File: src/hw/rtl/assert_macros.svh
// Assertion macros used by the top level of the range outlier trigger.
`ifndef ASSERT_MACROS_SVH
`define ASSERT_MACROS_SVH

// A property that must hold at every clock edge outside reset.
`define ASSERT_ALWAYS(lbl, clk, rst_n, prop, msg) \
    lbl: assert property (@(posedge clk) disable iff (!rst_n) (prop)) else $error(msg);

// A condition that implies another in the same cycle.
`define ASSERT_SAME(lbl, clk, rst_n, ante, cons, msg) \
    lbl: assert property (@(posedge clk) disable iff (!rst_n) (ante) |-> (cons)) \
        else $error(msg);

// A condition that implies another in the following cycle.
`define ASSERT_NEXT(lbl, clk, rst_n, ante, cons, msg) \
    lbl: assert property (@(posedge clk) disable iff (!rst_n) (ante) |=> (cons)) \
        else $error(msg);

`endif

File: src/hw/rtl/rote_pkg.sv
// Types and constants of the range outlier trigger.
`default_nettype none

package rote_pkg;

    localparam int DIST_W   = 17;
    localparam int AVG_W    = 24;
    localparam int DELTA_W  = 24;
    localparam int ALPHA_W  = 17;
    localparam int THR_W    = 8;
    localparam int CFG_IDX_W  = 2;
    localparam int CFG_DATA_W = 24;
    localparam int FRAC_W   = 8;   // fraction bits of the Q16.8 average
    localparam int ALPHA_FRAC_W = 16;

    localparam logic [ALPHA_W-1:0] ALPHA_ONE = 17'h10000;
    localparam logic [THR_W-1:0]   THR_RESET = 8'd1;

    // Product of the 24-bit average and the 17-bit weight, and the sum of two.
    localparam int PROD_W = AVG_W + ALPHA_W;
    localparam int ACC_W  = PROD_W + 1;
    localparam logic [ACC_W-1:0] ROUND_HALF = ACC_W'(32768);

    typedef enum logic [CFG_IDX_W-1:0] {
        CFG_MAX_DELTA       = 2'd0,
        CFG_DECAY_ALPHA     = 2'd1,
        CFG_RESET_THRESHOLD = 2'd2
    } t_cfg_idx;

    // Effective configuration seen by the datapath.
    typedef struct packed {
        logic [DELTA_W-1:0] max_delta;
        logic [ALPHA_W-1:0] alpha;      // clamped to one
        logic [THR_W-1:0]   threshold;  // zero reads as one
    } t_cfg;

    // Reload of the trigger run counter on a threshold write.
    typedef struct packed {
        logic             load;
        logic [THR_W-1:0] value;
    } t_run_load;

    typedef struct packed {
        logic             trigger;
        logic [AVG_W-1:0] average_distance;
    } t_result;

endpackage

`default_nettype wire

File: src/hw/rtl/rote_core.sv
// Filter state and combinational update datapath of the range outlier trigger.
`default_nettype none

module rote_core (
    input  wire logic                              i_clk,
    input  wire logic                              i_rst_n,
    input  wire rote_pkg::t_cfg                    i_cfg,
    input  wire rote_pkg::t_run_load               i_run_load,
    input  wire logic                              i_fire,
    input  wire logic [rote_pkg::DIST_W-1:0]       i_distance,
    output rote_pkg::t_result                      o_result
);

    logic [rote_pkg::AVG_W-1:0]   r_avg;
    logic [rote_pkg::AVG_W-1:0]   n_avg;
    logic [rote_pkg::THR_W-1:0]   r_run;
    logic [rote_pkg::THR_W-1:0]   n_run;

    logic                         missing;
    logic                         reload;
    logic [rote_pkg::AVG_W-1:0]   sample;
    logic [rote_pkg::ALPHA_W-1:0] alpha_inv;
    logic [rote_pkg::PROD_W-1:0]  prod_old;
    logic [rote_pkg::PROD_W-1:0]  prod_new;
    logic [rote_pkg::ACC_W-1:0]   acc;
    logic [rote_pkg::AVG_W-1:0]   filt;
    logic [rote_pkg::AVG_W-1:0]   delta;
    logic                         trig;
    logic [rote_pkg::THR_W-1:0]   run_base;

    // Any negative sample counts as a missing echo.
    assign missing = i_distance[rote_pkg::DIST_W-1];
    assign sample  = {i_distance[rote_pkg::DIST_W-2:0], rote_pkg::FRAC_W'(0)};
    assign reload  = (r_run == i_cfg.threshold);

    // Weighted sum of old average and new sample, rounded half up.
    assign alpha_inv = rote_pkg::ALPHA_ONE - i_cfg.alpha;
    assign prod_old  = rote_pkg::PROD_W'(r_avg) * rote_pkg::PROD_W'(i_cfg.alpha);
    assign prod_new  = rote_pkg::PROD_W'(sample) * rote_pkg::PROD_W'(alpha_inv);
    assign acc       = rote_pkg::ACC_W'(prod_old) + rote_pkg::ACC_W'(prod_new)
                     + rote_pkg::ROUND_HALF;
    assign filt      = acc[rote_pkg::ALPHA_FRAC_W +: rote_pkg::AVG_W];
    assign delta     = (filt >= sample) ? (filt - sample) : (sample - filt);

    always_comb begin
        priority if (missing) begin
            trig  = 1'b1;
            n_avg = r_avg;
        end else if (reload) begin
            trig  = 1'b1;
            n_avg = sample;
        end else begin
            trig  = (delta > i_cfg.max_delta);
            n_avg = filt;
        end

        // After a reload the counter restarts from zero before counting.
        run_base = (!missing && reload) ? '0 : r_run;
        if (!trig) begin
            n_run = '0;
        end else if (run_base >= i_cfg.threshold) begin
            n_run = i_cfg.threshold;
        end else begin
            n_run = run_base + rote_pkg::THR_W'(1);
        end

        o_result.trigger          = trig;
        o_result.average_distance = n_avg;
    end

    always_ff @(posedge i_clk) begin
        if (!i_rst_n) begin
            r_avg <= '0;
            r_run <= rote_pkg::THR_RESET;
        end else if (i_run_load.load) begin
            r_run <= i_run_load.value;
        end else if (i_fire) begin
            r_avg <= n_avg;
            r_run <= n_run;
        end
    end

endmodule

`default_nettype wire

File: config.mk
export PLATFORM = sky130hd
export DESIGN_NAME = rote_core
export DESIGN_NICKNAME = d
export VERILOG_FILES = /design/src/hw/rtl/assert_macros.svh /design/src/hw/rtl/rote_pkg.sv /design/src/hw/rtl/rote_core.sv
export SDC_FILE = /design/constraint.sdc
export NUM_CORES = 2
export LEC_CHECK = 0
export BUFFER_PORTS_ARGS = -buffer_cell sky130_fd_sc_hd__buf_2
export CORE_MARGIN = 2
export CORE_UTILIZATION = 29
export CTS_CLUSTER_DIAMETER = 40
export DETAILED_ROUTE_END_ITERATION = 16
export PLACE_DENSITY = 0.43
export SETUP_SLACK_MARGIN = 0.3
export SLEW_MARGIN = 5
export SYNTH_ARGS = -nofsm -noshare
export SYNTH_HDL_FRONTEND = slang
export SYNTH_SLANG_ARGS = --single-unit
File: constraint.sdc
create_clock -name i_clk -period 19.4 [get_ports i_clk]
set_input_delay 0.97 -clock i_clk [delete_from_list [all_inputs] [get_ports i_clk]]
set_output_delay 0.97 -clock i_clk [all_outputs]
set_load 0.02 [all_outputs]
==> results.py <==
metrics = {
    "finish": {
        "area_growth_pct": 7.45,
        "seqCellArea_um2": 641,
        "multi_input_area_um2": 23100,
        "finish.utilization_pct": 31.6,
        "drive_above_1_share_pct": 6.70,
        "finalNetCount": 4151,
        "final_cells": 4456,
        "num-fill-cells": 10000,
    },
    "timing": {
        "setup_viol_count_final": 0,
        "fin_setup_tns_ps": 0,
        "skew_ps": 21.0,
        "period_needed_ps": 18000,
        "tightest_slew_ps": 1220,
        "slew_viol_final": 0,
        "max_freq_ghz": 0.0556,
        "fin_crit_sh_pct": 92.8,
        "rsz0062_at_grt": "false",
        "hold_viol": 0,
        "relSlewSlack_pct": 18.6,
    },
    "grt": {
        "antenna_found_initial": 6,
        "grt_pass1_vias": 22400,
        "grt_use_total_pct": 18.1,
        "grt_pass1_wl_um": 132000,
        "grt_max_degree": 33,
        "grt_overflow_total": 0,
    },
    "place": {
        "globalplace.congestion": 0.862,
        "port_buffers": 102,
        "place_inst": 4446,
        "dp_hpwl_um": 70700,
    },
    "critical_path": {
        "cp_data_required_time_ps": 18430,
        "cp-end-kind": "output pin",
        "critPathKind": "primary input to output pin",
        "cp_common_cell": "fa_1",
        "cp.arrival_ps": 17030,
        "slowest_stage": "fa_1",
        "cp_max_fo": 13,
        "max_stage_delay_ps": 540,
        "start_kind": "primary input",
    },
    "clock_tree": {
        "holdBufCountCts": 0,
        "clk-insertion-delay-late_ps": 300,
        "cts-root-buf": "clkbuf_16",
        "cts_buffers": 5,
        "clockBufferDepth": 2,
        "cts_tree": "done",
        "clk_pin_slew_ps": 60,
        "cts_sinks": 32,
        "h-tree-depth": 2,
    },
    "floorplanning": {
        "die_area_um2": 95600,
        "start_util_pct": 29.4,
        "die_h_um": 309,
        "core_um2": 91900,
        "die_w_um": 309,
        "num_rows": 111,
        "ios": 103,
    },
    "route": {
        "first_pass_iters": 5,
        "drt_iter0_drc": 1042,
        "route.detailed.drc": 0,
        "ant_nets": 0,
        "routed-via-count": 20900,
        "avgViaCountPerCell": 4.69,
        "wl_um": 83700,
        "wl_per_cell_um": 18.8,
    },
    "synth": {
        "syn_inst": 3218,
        "yosysMostFrequentCell": "inv_1",
        "yosysSeqAreaShare_pct": 2.37,
        "synth-edff-count": 0,
        "synth_common_cells": "694 x inv_1, 567 x fa_1, 534 x nand2_1",
        "yosys-top-cells-area": "fa_1 42%, ha_1 14%, inv_1 9.6%",
        "ys_types": 81,
        "synth_seq_cells": 32,
        "ys.flop_type": "dfxtp_1",
        "yosysTopAreaCellShare_pct": 42.0,
        "synth_top_area_cell": "fa_1",
        "synth.avg_cell_area_um2": 8.40,
        "netlist_area_um2": 27000,
        "async_flop_share_pct": 0,
        "synth_warnings": 0,
        "syn-num-nets": 4158,
    },
    "outcome": {
        "outcome": "finished, final reports clean",
    },
    "hold_path": {
        "hp-class": "register to register",
    },
    "job": {
        "maxCapViolCount": 0,
    },
}
## path summary, 6_finish.rpt
kind	start	end	slack [ps]	cells after the start
setup / recovery	i_cfg[8]	o_result[24]	1400	64
hold / removal	r_avg[9]	r_avg[9]	640	2
setup reg to reg	r_avg[12]	r_run[5]	7520	46
hold reg to reg	r_avg[9]	r_avg[9]	640	2
## through the flow
stage / area (um2) / worst slack [ps] / hold WS, ps
after global placement: 28800 / 995 / 633
final: 29000 / 1400 / 640
after floorplan: 27000 / 2180 / 532
after CTS: 29000 / 671 / 644
after global routing: 29000 / 315 / 663
after detailed placement: 28800 / 750 / 636
## state kept, by name, summed over array words and instances, names as in the netlist
name	cells
r_run	8
r_avg	24
## cell usage in the layout, fill, tap and decap left out, drive strengths merged, types with 15 or more instances in the layout
| master | n |
|---|---|
| nor2b | 24 |
| and2 | 218 |
| o21ai | 62 |
| ha | 295 |
| xnor2 | 58 |
| a211oi | 17 |
| a21o | 31 |
| nand4 | 15 |
| dfxtp | 32 |
| nand3 | 25 |
| a21oi | 112 |
| fa | 567 |
| nor2 | 108 |
| xor2 | 48 |
| buf | 158 |
| nand2 | 534 |
| inv | 694 |
| nor3 | 26 |
## routing by layer
layer | part of all wire (%) | global-route usage, % | vias to the layer above
met1 | 45 | 24.6 | 10800
met2 | 49 | 31.8 | 373
met3 | 3.4 | 0.936 | 70
met5 | 0.016 | 0 | -
li1 | - | - | 9698
met4 | 2.3 | 3.61 | 2
## kinds of logic after synthesis
logic type	synth area share, %
flip-flops	2.37
multiplexers	0.806
AO/OA/AOI/OAI	7.85
AND/OR/NAND/NOR	17.6
adder cells (fa/ha/maj)	55.7
buffers and inverters	12.2
XOR/XNOR	3.49
## critical path, delay by kind of cell
family | cells | cell delay (ps)
adders and majority gates | 17 | 7460
AOI/OAI and AO/OA | 21 | 4510
and+or+nand+nor | 10 | 1970
buffers and inverters | 13 | 1360
xor gates and xnor gates | 3 | 730
## layout make-up
class / count / area share [%]
sequential: 32 / 2.21
multi-input combinational: 2318 / 79.7
clock buffer: 7 / 0.526
antenna: 2 / 0.0172
timing repair buffer: 158 / 3.21
tap: 1243 / 5.36
inverter: 696 / 9.00
## timing repair
action,in CTS,in global routing
setup endpoints to repair,0,1
gates resized for setup,0,8
setup buffers,0,1
Power is left out: the tool's default activity adds up to more than one toggle a clock period on the data nets, which glitch-free logic cannot reach.
