## src/hw/rtl/assert_macros.svh

```systemverilog
// Assertion macros used by the top level of the range outlier trigger.
`ifndef ASSERT_MACROS_SVH
`define ASSERT_MACROS_SVH

// A property that must hold at every clock edge outside reset.
`define ASSERT_ALWAYS(lbl, clk, rst_n, prop, msg) \
    lbl: assert property (@(posedge clk) disable iff (!rst_n) (prop)) else $error(msg);

// A condition that implies another in the same cycle.
`define ASSERT_SAME(lbl, clk, rst_n, ante, cons, msg) \
    lbl: assert property (@(posedge clk) disable iff (!rst_n) (ante) |-> (cons)) \
        else $error(msg);

// A condition that implies another in the following cycle.
`define ASSERT_NEXT(lbl, clk, rst_n, ante, cons, msg) \
    lbl: assert property (@(posedge clk) disable iff (!rst_n) (ante) |=> (cons)) \
        else $error(msg);

`endif

```

## src/hw/rtl/rote_pkg.sv

```systemverilog
// Types and constants of the range outlier trigger.
`default_nettype none

package rote_pkg;

    localparam int DIST_W   = 17;
    localparam int AVG_W    = 24;
    localparam int DELTA_W  = 24;
    localparam int ALPHA_W  = 17;
    localparam int THR_W    = 8;
    localparam int CFG_IDX_W  = 2;
    localparam int CFG_DATA_W = 24;
    localparam int FRAC_W   = 8;   // fraction bits of the Q16.8 average
    localparam int ALPHA_FRAC_W = 16;

    localparam logic [ALPHA_W-1:0] ALPHA_ONE = 17'h10000;
    localparam logic [THR_W-1:0]   THR_RESET = 8'd1;

    // Product of the 24-bit average and the 17-bit weight, and the sum of two.
    localparam int PROD_W = AVG_W + ALPHA_W;
    localparam int ACC_W  = PROD_W + 1;
    localparam logic [ACC_W-1:0] ROUND_HALF = ACC_W'(32768);

    typedef enum logic [CFG_IDX_W-1:0] {
        CFG_MAX_DELTA       = 2'd0,
        CFG_DECAY_ALPHA     = 2'd1,
        CFG_RESET_THRESHOLD = 2'd2
    } t_cfg_idx;

    // Effective configuration seen by the datapath.
    typedef struct packed {
        logic [DELTA_W-1:0] max_delta;
        logic [ALPHA_W-1:0] alpha;      // clamped to one
        logic [THR_W-1:0]   threshold;  // zero reads as one
    } t_cfg;

    // Reload of the trigger run counter on a threshold write.
    typedef struct packed {
        logic             load;
        logic [THR_W-1:0] value;
    } t_run_load;

    typedef struct packed {
        logic             trigger;
        logic [AVG_W-1:0] average_distance;
    } t_result;

endpackage

`default_nettype wire

```

## src/hw/rtl/rote_cfg.sv

```systemverilog
// Configuration registers of the range outlier trigger.
`default_nettype none

module rote_cfg (
    input  wire logic                              i_clk,
    input  wire logic                              i_rst_n,
    input  wire logic                              i_cfg_we,
    input  wire logic [rote_pkg::CFG_IDX_W-1:0]    i_cfg_idx,
    input  wire logic [rote_pkg::CFG_DATA_W-1:0]   i_cfg_data,
    output rote_pkg::t_cfg                         o_cfg,
    output rote_pkg::t_run_load                    o_run_load
);

    logic [rote_pkg::DELTA_W-1:0] r_max_delta;
    logic [rote_pkg::ALPHA_W-1:0] r_alpha;
    logic [rote_pkg::THR_W-1:0]   r_thr;
    logic [rote_pkg::THR_W-1:0]   wr_thr;

    assign wr_thr = i_cfg_data[rote_pkg::THR_W-1:0];

    always_ff @(posedge i_clk) begin
        if (!i_rst_n) begin
            r_max_delta <= '0;
            r_alpha     <= '0;
            r_thr       <= rote_pkg::THR_RESET;
        end else if (i_cfg_we) begin
            unique case (rote_pkg::t_cfg_idx'(i_cfg_idx))
                rote_pkg::CFG_MAX_DELTA: begin
                    r_max_delta <= i_cfg_data[rote_pkg::DELTA_W-1:0];
                end
                rote_pkg::CFG_DECAY_ALPHA: begin
                    r_alpha <= i_cfg_data[rote_pkg::ALPHA_W-1:0];
                end
                rote_pkg::CFG_RESET_THRESHOLD: begin
                    r_thr <= wr_thr;
                end
                default: begin
                end
            endcase
        end
    end

    always_comb begin
        o_cfg.max_delta = r_max_delta;
        o_cfg.alpha     = (r_alpha > rote_pkg::ALPHA_ONE) ? rote_pkg::ALPHA_ONE : r_alpha;
        o_cfg.threshold = (r_thr == '0) ? rote_pkg::THR_RESET : r_thr;

        // A threshold write also restarts the run counter at the new threshold.
        o_run_load.load  = i_cfg_we &&
                           (rote_pkg::t_cfg_idx'(i_cfg_idx) == rote_pkg::CFG_RESET_THRESHOLD);
        o_run_load.value = (wr_thr == '0) ? rote_pkg::THR_RESET : wr_thr;
    end

endmodule

`default_nettype wire

```

## config.mk

```make
export PLATFORM = sky130hd
export DESIGN_NAME = rote_cfg
export DESIGN_NICKNAME = d
export VERILOG_FILES = /design/src/hw/rtl/assert_macros.svh /design/src/hw/rtl/rote_pkg.sv /design/src/hw/rtl/rote_cfg.sv
export SDC_FILE = /design/constraint.sdc
export NUM_CORES = 1
export LEC_CHECK = 0
export ABC_CLOCK_PERIOD_IN_PS = 2400
export BUFFER_PORTS_ARGS = -buffer_cell sky130_fd_sc_hd__buf_2
export CAP_MARGIN = 20
export CORE_MARGIN = 2
export CORE_UTILIZATION = 40
export DETAILED_ROUTE_END_ITERATION = 8
export PLACE_DENSITY = 0.73
export SLEW_MARGIN = 20
export SYNTH_ARGS = -nofsm -noshare
export SYNTH_HDL_FRONTEND = slang
export SYNTH_SLANG_ARGS = --single-unit
```

## constraint.sdc

```tcl
create_clock -name i_clk -period 2.4 [get_ports i_clk]
set_clock_uncertainty 0.1 [all_clocks]
set_input_delay 0.36 -clock i_clk [delete_from_list [all_inputs] [get_ports i_clk]]
set_output_delay 0.36 -clock i_clk [all_outputs]
set_load 0.03 [all_outputs]
```

==> results.md, run 1 <==
* Sw Ratio at 0.272
* Starting density of the core at 0.416
* Critical path cell sequence: nor4_1, a41oi_2, and2b_1, buf_2
* Clock Power Share at 0.308
* Pint at 1.15 mW
* Syn nets at 280
* Reg-to-reg startpoint: r_alpha[16]$_SDFFE_PN0P_
* Clock-pin slew on the worst setup and hold paths at 80 ps
* Setup violations, final at 0
* Synth area leader: dfxtp_1
* Final hold vios at 0
* GRT met3 Usage at 0.0541
* Area post-placement at 2510 µm²
* Via density at 4.69
* CTS H-Tree Depth at 2
* DP Worst Slack at 414 ps
* Largest net degree at the start of global routing at 50
* Number of global-route vias before repair at 1,781
* Combinational power share at 0.151
* CTS Buf Count at 5
* Gr busiest metal: met2
* Sequential fraction of the synthesis area at 0.462
* Final period util at 0.935
* Die area at 5910 µm²
* CTS sink count at 49
* WS Path Type: flip-flop to output port
* PortBufs at 86
* Sequential power share at 0.541
* Number of flops mapped to enable cells by yosys at 0
* Worst hold path class: primary input to flip-flop
* Area of the mapped netlist at 2120 µm²
* Num rows at 26
* Maximum clock rate at 446 MHz
* Global-route met1 utilization at 0.216
* # diodes at 0
* Num ports at 87
* Ys async rst share at 0
* Clock Path Buffers at 2
* Post-route insts no fill at 387
* Max-slew headroom at 0.436
* Slew Limit Fails at 0
* GRT Util Overall at 0.173
* RSZ-0062 raised after global routing: no
* Slowest stage delay, CP at 380 ps
* Post-route DRC at 0
* Status: finished, final reports clean
* Area Overhead vs Synth at 22.5%
* Finished Cell Area at 2600 µm²
* Final min period at 2240 ps
* Root buffer cell: clkbuf_8
* Yosys reg bits at 49
* Hpwl dp at 3.60 mm
* Most common cell in the synthesized netlist: nand2_1
* Placed cell count at 380
* Final antenna-violating net count at 0
* Nets@finish at 346
* Chip Width at 76.9 µm
* Layout cells sized above 1 at 0.306
* Syn_area_per_cell at 8.46 µm²
* Gpl congestion at 0.740
* Antenna violations before repair at 0
* CTS tree: done
* Overall power at 1.58 mW
* Total wire length at 4.94 mm
* Psw at 431 µW
* Post-CTS sizing at 0
* Core area at 5110 µm²
* Setup bufs post-CTS at 0
* Total grt overflow at 0
* Clk_lat worst skew at 290 ps
* Post-route setup slack at 157 ps
* Hold_ws at 196 ps
* Critical Path RT at 1940 ps
* Most common library cells after synthesis: 83 x nand2_1, 49 x dfxtp_1, 21 x a21boi_0
* Met2 Resource Use GR at 0.285
* Hold buffers post-CTS at 0
* Crit path max fanout at 10
* Total of max-cap violations at 0
* Worst vdd ir at 0.000328 V
* Top post-synthesis cells by area: dfxtp_1 46%, nand2_1 15%, a21boi_0 7.4%
* Worst path slowest cell: nor4_1
* DRT Pass-1 Iters at 4
* Top FF cell, synth: dfxtp_1
* Post-Syn Instances at 251
* Critical path origin: r_alpha[11]$_SDFFE_PN0P_
* Utilization after layout at 0.509
* Die Ht at 76.9 µm
* Crit. End Element: output port
* Hold Crit Start: i_cfg_data[23]
* Yosys warns at 0
* Top cell type's share of synthesized area at 0.462
* Wire length per cell at 12.8 µm
* Power per Cell Area at 609 nW/µm²
* Slew @ Worst Pin at 846 ps
* Total negative slack at 0 ps
* Lkg Pwr at 1.24 nW
* Synth cell types at 21
* Worst EP arrival at 1780 ps
* Worst Setup Start Kind: flip-flop
* Via count at 1,816
* Initial drt markers at 41
* First-pass GRT wire length at 8.24 mm
-- layout make-up --
cell class / count / area, µm²
inverters: 2 / 7.51
well taps: 70 / 87.6
clock buffers: 7 / 86.3
repair buffers: 88 / 445
multi-input cells: 171 / 992
flip-flops and latches: 49 / 981
fillers: 519 / 2510
-- cell usage in the layout (no fill, tap or decap), types with 2 or more instances in the layout --
cell type / instances
inv_1: 2
mux2i_1: 8
nor4_1: 6
dfxtp_1: 49
clkbuf_8: 6
a21o_1: 2
a21boi_1: 20
nor2b_1: 11
nor3_1: 2
buf_4: 2
a21boi_0: 21
buf_2: 86
and2b_1: 12
nand2_1: 83
-- worst paths after layout --
path	end	slack [ps]	cells after the start
min	r_max_delta[23]$_SDFFE_PN0P_	200	3
max	o_cfg[17]	160	4
max reg2reg	r_alpha[16]$_SDFFE_PN0P_	1540	2
min reg2reg	r_max_delta[6]$_SDFFE_PN0P_	350	2
-- flip-flops by register name, summed over array words and instances (netlist names) --
name         flops
r_max_delta     24
r_thr            8
r_alpha         17
-- layer usage --
layer / part of all wire / vias up
li1: - / 934
met1: 0.47 / 812
met2: 0.45 / 65
met3: 0.072 / 5
met4: 0.0089 / 0
met5: 0 / -
-- critical path, delay by kind of cell (launching register included) --
| family | cells | cell delay (ps) |
|---|---|---|
| simple gates | 2 | 660 |
| compound gates | 1 | 320 |
| buf+inv | 1 | 190 |
| flops | 1 | 330 |
-- kinds of logic after synthesis --
group | synth area share
compound gates | 0.156
buf+inv | 0.0742
flops | 0.462
mux | 0.0377
simple gates | 0.270
-- power groups by stage --
| stage | Clock [mW] | Sequential, mW | Combinational [mW] |
|---|---|---|---|
| 2_1_floorplan | 0 | 0.898 | 0.139 |
| 3_3_place_gp | 0 | 0.875 | 0.238 |
| 3_5_place_dp | 0 | 0.876 | 0.240 |
| 4_1_cts | 0.507 | 0.857 | 0.240 |
| 5_1_grt | 0.538 | 0.861 | 0.260 |
| 6_report | 0.488 | 0.856 | 0.239 |
(Power assumes the default switching activity.)
==> run 2, diff against run 1 <==
MAX_ROUTING_LAYER = met4   (was not set)
==> run 2 against run 1 <==
Compared with the run above:
- global-route usage up 0.54 points
- die area unchanged
- register-to-register slack about the same
- sequential cell count unchanged
- cell count unchanged
- routed wire length up 0.40%
- count of clock-buffer cells in the layout unchanged
- sequential power about the same
- final area unchanged
- maximum frequency up 0.22%
- core utilization unchanged
- critical endpoint unchanged
- largest cell class unchanged
==> results.md, run 2 (same netlist as run 1, synthesis figures left out) <==
* Final period util at 0.933
* Number of global-route vias before repair at 1,777
* Total of max-cap violations at 0
* Layout cells sized above 1 at 0.306
* Setup violations, final at 0
* Num rows at 26
* Wire length per cell at 12.8 µm
* Reg-to-reg startpoint: r_alpha[16]$_SDFFE_PN0P_
* Initial drt markers at 31
* Post-route DRC at 0
* Via density at 4.71
* Root buffer cell: clkbuf_8
* Hpwl dp at 3.60 mm
* Clock-pin slew on the worst setup and hold paths at 80 ps
* Hold Crit Start: i_cfg_data[23]
* Starting density of the core at 0.416
* DP Worst Slack at 414 ps
* CTS sink count at 49
* Most common cell after layout, fill and taps aside: buf_2
* Slew @ Worst Pin at 829 ps
* Critical path origin: r_alpha[11]$_SDFFE_PN0P_
* Clk_lat worst skew at 290 ps
* # diodes at 0
* Final min period at 2240 ps
* Worst Reg2Reg Path Length in Cells at 2
* Final antenna-violating net count at 0
* Worst vdd ir at 0.000326 V
* Total wire length at 4.96 mm
* RR Endpoint: r_alpha[16]$_SDFFE_PN0P_
* Final hold vios at 0
* GRT Util Overall at 0.178
* Nets@finish at 346
* # fillers at 519
* Post-route setup slack at 162 ps
* Via count at 1,824
* CTS H-Tree Depth at 2
* Worst Setup Start Kind: flip-flop
* PortBufs at 86
* Most frequent cells in the layout: 86 x buf_2, 83 x nand2_1, 49 x dfxtp_1
* Die Ht at 76.9 µm
* Gpl congestion at 0.749
* Crit path max fanout at 10
* Worst EP arrival at 1780 ps
* Core area at 5110 µm²
* Total grt overflow at 0
* Clock Path Buffers at 2
* CTS tree: done
* Setup bufs post-CTS at 0
* Largest register FFs at 24
* Finished Cell Area at 2600 µm²
* Total negative slack at 0 ps
* Num ports at 87
* Critical Path RT at 1940 ps
* RSZ-0062 raised after global routing: no
* R2r setup slk at 1550 ps
* Area Overhead vs Synth at 22.5%
* CTS Buf Count at 5
* Largest net degree at the start of global routing at 50
* Chip Width at 76.9 µm
* Slew Limit Fails at 0
* Die area at 5910 µm²
* Hold EP: r_max_delta[23]$_SDFFE_PN0P_
* WS Path Type: flip-flop to output port
* First-pass GRT wire length at 8.27 mm
* Lkg Pwr at 1.24 nW
* Crit. End Element: output port
* Area post-placement at 2510 µm²
* Maximum clock rate at 447 MHz
* Power per Cell Area at 607 nW/µm²
* Status: finished, final reports clean
* Max-slew headroom at 0.447
* Antenna violations before repair at 0
* DRT Pass-1 Iters at 4
* Largest Register: r_max_delta
* Hold Path Cell Cnt at 3
* Largest regs: r_max_delta (24), r_alpha (17), r_thr (8)
* Worst hold path class: primary input to flip-flop
-- run 2: layout make-up --
type                            instances  area, µm²  share of cell area
Multi-Input combinational cell        171        992               0.382
Sequential cell                        49        981               0.377
Timing Repair Buffer                   88        445               0.171
Tap cell                               70       87.6              0.0337
Clock buffer                            7       86.3              0.0332
Inverter                                2       7.51             0.00289
-- run 2: layer usage --
metal  routed length, µm  share of wire  global-route usage  up-vias
li1                    -              -                   -      933
met1                2320           0.47               0.220      812
met2                2250           0.45               0.287       73
met3                 351          0.071              0.0482        6
met4                  46         0.0093              0.0491        0
met5                   0              0                   -        -
-- run 2: how the worst max path moves through the flow --
stage	to	slack (ps)	depth (start not counted)
3_5_place_dp	o_cfg[17]	410	4
3_3_place_gp	o_cfg[20]	490	4
4_1_cts	o_cfg[17]	80	4
2_1_floorplan	o_cfg[14]	620	3
6_report	o_cfg[17]	160	4
5_1_grt	o_cfg[17]	20	4
-- run 2: critical path: stages, from the launching register on --
cell	delay, ps
dfxtp_1	330
nor4_1	370
a41oi_2	320
and2b_1	280
buf_2	190
-- run 2: stage by stage --
stage / total power [mW] / utilization / std cells / hold slack, ps
after floorplan: 1.04 / - / 251 / 347
final: 1.58 / 0.509 / 387 / 195
after CTS: 1.60 / 0.508 / 387 / 183
after detailed placement: 1.12 / 0.491 / 380 / 343
after global routing: 1.66 / 0.509 / 387 / 186
after global placement: 1.11 / 0.491 / 380 / 339
-- run 2: timing repair --
action / in CTS / in global routing
gates resized for setup: 0 / 1
hold buffers: 0 / 0
setup endpoints to repair: 0 / 9
-- run 2: where the power goes --
group	internal, mW	switching, mW
Combinational	0.0843	0.155
Clock	0.229	0.254
Sequential	0.839	0.0170
